`config.mk`:
```
export PLATFORM = sky130hd
export DESIGN_NAME = cadt_cell
export DESIGN_NICKNAME = d
export VERILOG_FILES = /design/src/rtl/cadt_pkg.sv /design/src/rtl/cadt_cell.sv
export SDC_FILE = /design/constraint.sdc
export NUM_CORES = 1
export LEC_CHECK = 0
export BUFFER_PORTS_ARGS = -buffer_cell sky130_fd_sc_hd__buf_2
export CAP_MARGIN = 25
export CORE_ASPECT_RATIO = 0.6
export CORE_MARGIN = 4
export CORE_UTILIZATION = 32
export DETAILED_ROUTE_END_ITERATION = 6
export PLACE_DENSITY = 0.59
export SLEW_MARGIN = 20
export SYNTH_ARGS = -nofsm -noshare
export SYNTH_HDL_FRONTEND = slang
export SYNTH_SLANG_ARGS = --single-unit
```
`constraint.sdc`:
```
create_clock -name clk_i -period 6.3 [get_ports clk_i]
set_clock_uncertainty 0.1 [all_clocks]
set_input_delay 1.26 -clock clk_i [delete_from_list [all_inputs] [get_ports clk_i]]
set_output_delay 1.26 -clock clk_i [all_outputs]
set_load 0.005 [all_outputs]
```
`src/rtl/cadt_pkg.sv`:
```
// Package for the CIDR allow/deny table: command codes, the request token
// that travels along the cell chain, and the prefix mask helper.
// No dependencies; used by cadt_cell, cidr_allow_deny_table and the testbench.
package cadt_pkg;

  localparam int unsigned AddrW  = 32;
  localparam int unsigned HbW    = 6;
  localparam int unsigned FlagW  = 2;
  localparam logic [HbW-1:0] HbMax = 6'd32;

  // Command codes.
  localparam logic [1:0] CMD_INSERT = 2'd0;
  localparam logic [1:0] CMD_DELETE = 2'd1;
  localparam logic [1:0] CMD_LOOKUP = 2'd2;

  // Request token handed from cell to cell, one cell per cycle.
  typedef struct packed {
    logic             active;  // a request occupies this stage
    logic             claim;   // insert second pass: take the lowest free slot
    logic [1:0]       cmd;
    logic [AddrW-1:0] addr;    // address as given, used by lookup
    logic [AddrW-1:0] base;    // address with host bits cleared
    logic [HbW-1:0]   hb;      // host-bit count, limited to 32
    logic [FlagW-1:0] flags;
    logic             allow;   // lookup hit an allow entry so far
    logic             deny;    // lookup hit a deny entry so far
    logic             found;   // insert matched an existing entry
    logic             done;    // insert claim pass took a slot
  } tok_t;

  // Network mask for a host-bit count; a count of 32 or more gives zero.
  function automatic logic [AddrW-1:0] net_mask(input logic [HbW-1:0] hb);
    net_mask = {AddrW{1'b1}} << hb;
  endfunction

endpackage

```
`src/rtl/cadt_cell.sv`:
```
// One slot of the CIDR allow/deny table plus the chain register that passes
// the request token on to the next slot.
// Depends on cadt_pkg.
module cadt_cell (
  input  logic           clk_i,
  input  logic           rst_ni,
  input  cadt_pkg::tok_t tok_i,
  output cadt_pkg::tok_t tok_o
);
  import cadt_pkg::*;

  logic             valid_q, valid_d;
  logic [AddrW-1:0] base_q, base_d;
  logic [HbW-1:0]   hb_q, hb_d;
  logic [FlagW-1:0] flags_q, flags_d;
  tok_t             tok_q, tok_d;
  logic             hit;
  logic             lk_hit;

  // Exact entry match for insert and delete, prefix match for lookup.
  assign hit    = valid_q && (base_q == tok_i.base) && (hb_q == tok_i.hb);
  assign lk_hit = valid_q && ((tok_i.addr & net_mask(hb_q)) == base_q);

  // Apply the passing request to this slot and update the token.
  always_comb begin
    tok_d   = tok_i;
    valid_d = valid_q;
    base_d  = base_q;
    hb_d    = hb_q;
    flags_d = flags_q;
    if (tok_i.active) begin
      case (tok_i.cmd)
        CMD_INSERT: begin
          if (tok_i.claim) begin
            if (!valid_q && !tok_i.done) begin
              valid_d    = 1'b1;
              base_d     = tok_i.base;
              hb_d       = tok_i.hb;
              flags_d    = tok_i.flags;
              tok_d.done = 1'b1;
            end
          end else if (hit) begin
            flags_d     = flags_q | tok_i.flags;
            tok_d.found = 1'b1;
          end
        end
        CMD_DELETE: begin
          if (hit) begin
            flags_d = flags_q & ~tok_i.flags;
            if (flags_d == '0) begin
              valid_d = 1'b0;
            end
          end
        end
        CMD_LOOKUP: begin
          if (lk_hit) begin
            tok_d.allow = tok_i.allow | flags_q[0];
            tok_d.deny  = tok_i.deny | flags_q[1];
          end
        end
        default: begin
        end
      endcase
    end
  end

  // Control state: slot valid and the chain token.
  always_ff @(posedge clk_i or negedge rst_ni) begin
    if (!rst_ni) begin
      valid_q <= 1'b0;
      tok_q   <= '0;
    end else begin
      valid_q <= valid_d;
      tok_q   <= tok_d;
    end
  end

  // Payload: slot contents.
  always_ff @(posedge clk_i) begin
    base_q  <= base_d;
    hb_q    <= hb_d;
    flags_q <= flags_d;
  end

  assign tok_o = tok_q;

endmodule

```
Word level (Yosys, flattened, before mapping)

Cells that the tools add are included.

Register bits: 121
Bits in latches: 0
Memory bits (writable): 0
ROM bits: 0
Bits of input ports: 82
Output and inout port bits: 80
Memories: 0

$add $sub $neg: 0
Multiply operators: 0
Div/mod/pow operators: 0
Magnitude comparators: 0
Equal/unequal tests: 11
Shift operators: 1
Multiplexer cells: 18
Bitwise operators: 6
Reduce and logical (&&, ||, !) cells: 12

Operator list:

| cell                  | count |
|---|---|
| $eq 32x32->1          | 2 |
| $and 32x32->32        | 1 |
| $shl 32x6->32 const A | 1 |
| $mux 2                | 7 |
| $mux 1                | 8 |
| $ne 2x2->1 const B    | 4 |
| $eq 6x6->1            | 1 |
| $ne 3x3->1 const B    | 2 |
| $reduce_and 6->1      | 1 |
| $reduce_and 5->1      | 1 |
| $logic_and 1x1->1     | 4 |
| $logic_not 2->1       | 2 |
| $mux 4                | 1 |
| $pmux 2 s2            | 1 |
| $reduce_and 4->1      | 1 |
| $and 2x2->2           | 1 |
| $eq 2x1->1 const B    | 1 |
| $eq 2x2->1 const B    | 1 |
| $logic_not 1->1       | 2 |
| $not 2->2             | 1 |
| $or 1x1->1            | 2 |
| $or 2x2->2            | 1 |
| $pmux 1 s2            | 1 |
| $reduce_bool 2->1     | 1 |

Depth between registers and ports, before layout

Gate-level depths: netlist of the first run.

Word-level depth: 7
Depth in mapped cells: 8
Depth with buffers taken out: 6

Least setup slack after synthesis of the first run

Ideal clock, no wire load.

Kind: input to register
Start: input tok_i[76] (netlist name)
End: register base_q[0], enable pin
Arrival time: 5.140 ns
Data required time: 5.666 ns
Slack: 0.526 ns
Stages on the path: 2
Buffers on the path: 0
Cells stage by stage: nand2b_1 > nor4_1

Word-level cells in the longest chain between the ends: 2

Ends and longest elaborated chain:

| element                    | line            | text |
|---|---|---|
| start: declaration         | cadt_cell.sv:7  | `input cadt_pkg::tok_t tok_i,` |
| $logic_not 2->1            | cadt_cell.sv:32 | `case (tok_i.cmd)` |
| $reduce_and 4->1 (no line) | --              |  |
| end signal: assignment     | cadt_cell.sv:80 | `base_q <= base_d;` |
| end: declaration           | cadt_cell.sv:13 | `logic [AddrW-1:0] base_q, base_d;` |

No other way between the ends.
A chain may end at the register's enable or synchronous reset.

==> summary.md, run 1 <==
| Metric | Value |
|---|---|
| Sw frac | `between 20% and 30%` |
| Maximum vdd ir drop | `about 150 uV` |
| Die Height | `103 microns` |
| Setup repair bufs after CTS | `0` |
| Status | `completed` |
| Vias in the first global route | `3679` |
| Net load switching power | `412 uW` |
| IO Port Bufs | `161` |
| H-tree depth | `4` |
| Final #Nets | `600` |
| Most common library cells after synthesis | `dfrtp_1, xnor2_1, edfxtp_1` |
| Total wire length | `13500 microns` |
| Hold Buf Count CTS | `0` |
| DRC Markers | `0` |
| Per-cell routed wire length | `roughly 19 microns` |
| Placeable Area | `between 10000 and 15000 sq um` |
| PD cells | `313 nW/um^2` |
| Data required time at the worst endpoint | `roughly 6.5 ns` |
| Top sig layer | `met5` |
| Post-Syn Area | `about 4800 sq um` |
| CTS tree | `yes` |
| Yosys top cell by area | `dfrtp_1` |
| Sequential element share of the synthesized area | `66.8%` |
| Syn nets | `430` |
| Endpoints failing setup | `0` |
| Clock transition at path regs | `0.06 ns` |
| Most common cell in the netlist | `dfrtp_1` |
| Number of diodes | `0` |
| Final period utilization | `between 40 and 50%` |
| Number of cell rows | `34` |
| Placed Instance Area | `5790 sq um` |
| Hold crit path type | `reg2reg` |
| First-pass GRT wire length | `20500 microns` |
| Leak Pwr | `0.00269 uW` |
| Met3 Routed Length | `1320 microns` |
| Final Hold Viols | `0` |
| Crit path capture type | `flop` |
| Grt total ovfl | `0` |
| Avg Vias per Cell | `4.74` |
| Inserted Clock Buffers | `17` |
| # IOs | `162` |
| P&R area growth vs syn | `32.8%` |
| Initial antenna violation count | `1` |
| Ranking of synthesized cells by area | `dfrtp_1, edfxtp_1, xnor2_1, nand4_1, buf_6` |
| Clk pwr share | `about half` |
| Routed met2 length | `5680 microns` |
| Min cycle time layout | `3.01 ns` |
| Combinational share of power | `6.3%` |
| Slew @ Worst Pin | `roughly 0.83 ns` |
| Initial core utilization | `33.0%` |
| Cts repair resizes | `0` |
| Slowest cell on the critical path | `nor2_1` |
| RSZ-0062 raised after global routing | `no` |
| Top FF cell, synth | `dfrtp_1` |
| Fin Setup TNS | `0 ns` |
| CP max stage delay | `0.72 ns` |
| Die area | `17200 sq um` |
| Routed via count | `3456` |
| CTS Buffer Depth | `2` |
| Startpoint types | `flop` |
| TritonRoute pass-1 iters | `4` |
| Buf+Inv Stages, Crit Path | `0` |
| Seq cells post-synth | `around 120` |
| Chip Width | `167 microns` |
| Largest net degree at the start of global routing | `82` |
| Iter 0 DRT Violations | `224` |
| DP Wirelength | `roughly 10000 microns` |
| Met1 wire length | `between 6000 and 7000 microns` |
| Number of fill cells in the layout | `1423` |
| Post-synth EDFFs | `40` |
| Yosys warns | `0` |
| Global-route usage over all layers | `15.8%` |
| Pint | `around 1600 uW` |
| Ys async rst share | `between 60% and 70%` |
| Final instance area | `6420 sq um` |
| Cell variety after synth | `51` |
| Synth top area share | `41.9%` |
| Later-pin clock latency in the skew report | `0.40 ns` |
| Cells after Synth | `348` |
| Max_cap viols | `0` |
| CP cell instances | `nor2_1, nand2_1, or4_1, o211ai_1, nand4_1, o31ai_1` |
| Max Transition Viols Final | `0` |
| Peak Freq | `0.332 GHz` |
| WS Path Type | `reg2reg` |
| Reg power frac | `between 40% and 50%` |
| Root Driver | `clkbuf_16` |
| Ratio of cells with drive above 1 in the final layout | `about 38%` |
| CP top delay family | `simple AND/OR/NAND/NOR gates` |
| CTS sink cnt | `121` |
| Avg Cell Area, Syn | `13.9 sq um` |
| Post-DRT Antenna Nets | `0` |
| Headroom to the max-slew limit | `44.5%` |
| Routability Congestion | `between 0.8 and 0.9` |
| Critical Path AT | `~3.2 ns` |
| CP max FO | `18` |
-- state kept, by name (all words and copies together) (netlist names) --
| signal | flops |
|---|---|
| flags_q | 2 |
| hb_q | 6 |
| valid_q | 1 |
| tok_o | 80 |
| base_q | 32 |
-- placed cells by master (no fill, tap or decap), drive strengths merged, types with 5 or more instances in the layout --
cell type  netlist  final
inv              9      9
buf             12    163
edfxtp          40     40
nand4           18     18
o31ai            5      5
a21oi           13     13
nor2             7      7
clkbuf           0     24
nand3           12     12
o21ai           14     14
nand2           12     12
xnor2           53     53
dfrtp           81     81
nand2b           9      9
nor4             5      5
nor2b            8      8
-- power by group through the flow --
stage	clock network, uW	registers [uW]	logic, uW
final	1020	858	127
after global routing	1080	861	141
after CTS	1040	858	130
after detailed placement	0	873	129
after global placement	0	871	126
after floorplan	0	875	36.5
-- metrics by stage --
stage / cells / total power (uW) / hold slack, ns / utilization (%) / setup slack (ns)
finish: 729 / 2010 / 0.456 / 43.9 / 3.29
global route: 729 / 2080 / 0.513 / 43.9 / 3.05
CTS: 729 / 2030 / 0.463 / 43.9 / 3.30
detailed placement: 697 / 1000 / 0.457 / 39.6 / 3.00
global placement: 697 / 997 / 0.442 / 39.6 / 3.17
floorplan: 348 / 911 / 0.409 / - / 0.526
-- area by class of cell --
| class | instances | area [sq um] | area share (%) |
|---|---|---|---|
| clock inverter | 8 | 143 | 2.22 |
| clock buffer | 24 | 482 | 7.50 |
| sequential | 121 | 3230 | 50.3 |
| multi-input combinational | 206 | 1460 | 22.7 |
| timing repair buffer | 163 | 827 | 12.9 |
| inverter | 9 | 33.8 | 0.526 |
| tap | 198 | 248 | 3.86 |
-- worst reg2reg max path, stage by stage (launching register included) --
cell and delay, ns:
edfxtp_1 0.67, nor2_1 0.73, nand2_1 0.18, or4_1 0.57
o211ai_1 0.16, nand4_1 0.22, o31ai_1 0.28
-- routing by layer --
layer | GRT usage [%] | vias to the layer above
met1 | 22.0 | 1670
met5 | 0 | -
met2 | 23.1 | 152
li1 | - | 1615
met3 | 6.15 | 17
met4 | 5.03 | 2
-- cells by family (layout without fill, tap and decap cells) --
logic type | after synthesis | in the layout | share of synthesized area (%)
compound gates | 56 | 56 | 8.26
flops | 121 | 121 | 66.8
buf+inv | 21 | 204 | 3.16
simple gates | 94 | 94 | 11.6
xor+xnor | 55 | 55 | 9.96
mux | 1 | 1 | 0.233
-- path summary, 6_finish.rpt --
path                       startpoint        end  slack [ns]  cells after the start
setup / recovery              hb_q[4]   tok_o[2]        3.29                      6
setup reg to reg              hb_q[4]   tok_o[2]        3.29                      6
hold / removal             flags_q[0]   tok_o[3]        0.46                      2
hold reg to reg            flags_q[0]   tok_o[3]        0.46                      2
max in group asynchronous      rst_ni  tok_o[11]        4.82                      1
min in group asynchronous      rst_ni  tok_o[14]        0.81                      1
Power figures use the tool's default switching activity.
==> inputs of run 2 (changes only) <==
--- a/config.mk
+++ b/config.mk
@@ -11,7 +11,7 @@
 export CORE_MARGIN = 4
 export CORE_UTILIZATION = 32
 export DETAILED_ROUTE_END_ITERATION = 6
-export PLACE_DENSITY = 0.59
+export PLACE_DENSITY = 0.61
 export SLEW_MARGIN = 20
 export SYNTH_ARGS = -nofsm -noshare
 export SYNTH_HDL_FRONTEND = slang
==> constraint.sdc (replaced) <==
create_clock -name clk_i -period 2.68 [get_ports clk_i]
set_clock_uncertainty 0.1 [all_clocks]
set_input_delay 0.536 -clock clk_i [delete_from_list [all_inputs] [get_ports clk_i]]
set_output_delay 0.536 -clock clk_i [all_outputs]
set_load 0.005 [all_outputs]
==> run 2 against run 1 <==
The flow now finishes with violations (negative hold slack). Register-to-register slack worse by 3.2 ns. Sequential share of layout area is 0.70 points lower. Sequential cell count stayed put. Final area is 1.4% higher. Power is 130% higher. Setup slack worse by 3.2 ns. Combinational power is 140% higher. Final cell count is 1.4% higher. Clock power is 120% higher. Utilization is 0.62 points higher. Critical endpoint unchanged. Largest power group unchanged. Highest routed layer unchanged.
==> summary.md, run 2 (synthesis results as in run 1) <==
| Metric | Value |
|---|---|
| Slowest cell on the critical path | `edfxtp_1` |
| Headroom to the max-slew limit | `62.1%` |
| Endpoints failing setup | `0` |
| Initial antenna violation count | `2` |
| Maximum vdd ir drop | `around 320 uV` |
| Routed via count | `roughly 3600` |
| Iter 0 DRT Violations | `267` |
| Ratio of cells with drive above 1 in the final layout | `about two fifths` |
| Hold Buf Count CTS | `0` |
| Root Driver | `clkbuf_16` |
| Final Hold Viols | `2` |
| DP Wirelength | `10700 microns` |
| Max reg flops | `80` |
| IO Port Bufs | `161` |
| Met3 usage | `4.90%` |
| Die Height | `103 microns` |
| Peak Freq | `0.390 GHz` |
| PD cells | `703 nW/um^2` |
| Grt total ovfl | `0` |
| Die area | `roughly 17000 sq um` |
| Max_cap viols | `0` |
| Critical Path AT | `between 2 and 3 ns` |
| Hold crit path type | `in2async` |
| Global-route usage over all layers | `16.3%` |
| Initial core utilization | `33.0%` |
| DRC Markers | `0` |
| Data required time at the worst endpoint | `2.89 ns` |
| Final period utilization | `95.6%` |
| Status | `finished with violations` |
| Final #Nets | `around 610` |
| Failing checks | `negative hold slack` |
| Top Usage Layer GRT | `met1` |
| Crit path capture type | `flop` |
| Most common cell after layout, fill and taps aside | `buf_2` |
| Max Transition Viols Final | `0` |
| Number of cell rows | `34` |
| Vias in the first global route | `3636` |
| TritonRoute pass-1 iters | `4` |
| Number of fill cells in the layout | `1373` |
| Met1 Use GR | `24.7%` |
| Inserted Clock Buffers | `17` |
| First-pass GRT wire length | `21000 microns` |
| Largest net degree at the start of global routing | `43` |
| Hold_ws | `-0.00465 ns` |
| CP top delay family | `compound AO/OA/AOI/OAI gates` |
| Later-pin clock latency in the skew report | `roughly 0.41 ns` |
| Routability Congestion | `0.861` |
| CTS Buffer Depth | `2` |
| Leak Pwr | `between 0.002 and 0.003 uW` |
| Grt met2 use | `22.3%` |
| H-tree depth | `4` |
| CTS sink cnt | `121` |
| Number of diodes | `0` |
| RSZ-0062 raised after global routing | `no` |
| CP max stage delay | `0.61 ns` |
| Startpoint types | `flop` |
| Buf+Inv Stages, Crit Path | `1` |
| CTS tree | `yes` |
| Clock transition at path regs | `0.05 ns` |
| Commonest non-fill, non-tap cells in the layout | `buf_2, dfrtp_1, xnor2_1` |
| Chip Width | `~170 microns` |
| CP max FO | `11` |
| Avg Vias per Cell | `approximately 4.8` |
| P&R area growth vs syn | `34.7%` |
| Total wire length | `13900 microns` |
| CP cell instances | `buf_4, or3b_4, o32ai_1, o221a_2, nand4_1, o31ai_1` |
| WS Path Type | `reg2reg` |
| Final Power | `4580 uW` |
| Min cycle time layout | `2.56 ns` |
| Slew @ Worst Pin | `0.566 ns` |
| Fin Setup TNS | `0 ns` |
| Placeable Area | `about 15000 sq um` |
| Per-cell routed wire length | `18.8 microns` |
| Post-DRT Antenna Nets | `0` |
| # IOs | `162` |
## run 2: cell count changes in the layout (fill, tap and decap cells not counted), moves of 2 or more
| cell | change |
|---|---|
| clkbuf_8 | -2 |
| buf_4 | +9 |
| clkinv_2 | +2 |
| buf_12 | +3 |
## run 2: layout make-up
class	count	area, sq um	area share [%]
well taps	198	248	3.80
repair buffers	174	943	14.5
multi-input cells	206	1480	22.8
inverters	9	33.8	0.519
flip-flops and latches	121	3230	49.6
clock inverters	10	126	1.94
clock buffers	21	450	6.92
## run 2: what timing repair did
action                     CTS  global route
buffers inserted             0             4
setup endpoints to repair    0             3
resized for setup            0             2
## run 2: per-stage QoR
step           hold slack [ns]  instance area [sq um]  cells  setup slack (ns)  util [%]
2_1_floorplan            0.140                   4850    348             0.106         -
3_3_place_gp             0.427                   5880    704             0.154      40.2
3_5_place_dp             0.442                   5880    704             0.137      40.2
4_1_cts                0.00724                   6460    735             0.120      44.1
5_1_grt                 0.0344                   6510    739            0.0170      44.5
6_report              -0.00465                   6510    739             0.118      44.5
## run 2: per-layer routing
| metal | part of all wire [%] | routed length [microns] |
|---|---|---|
| met5 | 0.11 | 15 |
| met4 | 1.1 | 146 |
| met3 | 8.1 | 1130 |
| met2 | 40 | 5520 |
| met1 | 51 | 7090 |
## run 2: report_power, final
group          switching (uW)  total, uW  internal [uW]
clock                     782       2250           1470
sequential               30.7       2020           1990
combinational             167        309            142
total                     980       4580           3600
## run 2: path summary, 6_finish.rpt
check / cells past startpoint / slack (ns) / start / endpoint
worst max-delay path: 6 / 0.12 / hb_q[3] / tok_o[2]
worst min-delay path: 1 / -0.005 / rst_ni / tok_o[10]
worst max register to register: 6 / 0.12 / hb_q[3] / tok_o[2]
worst min register to register: 2 / 0.45 / flags_q[0] / tok_o[3]
max in group asynchronous: 2 / 1.86 / rst_ni / tok_o[31]
min in group clk_i: 1 / 0.15 / tok_i[75] / tok_o[75]
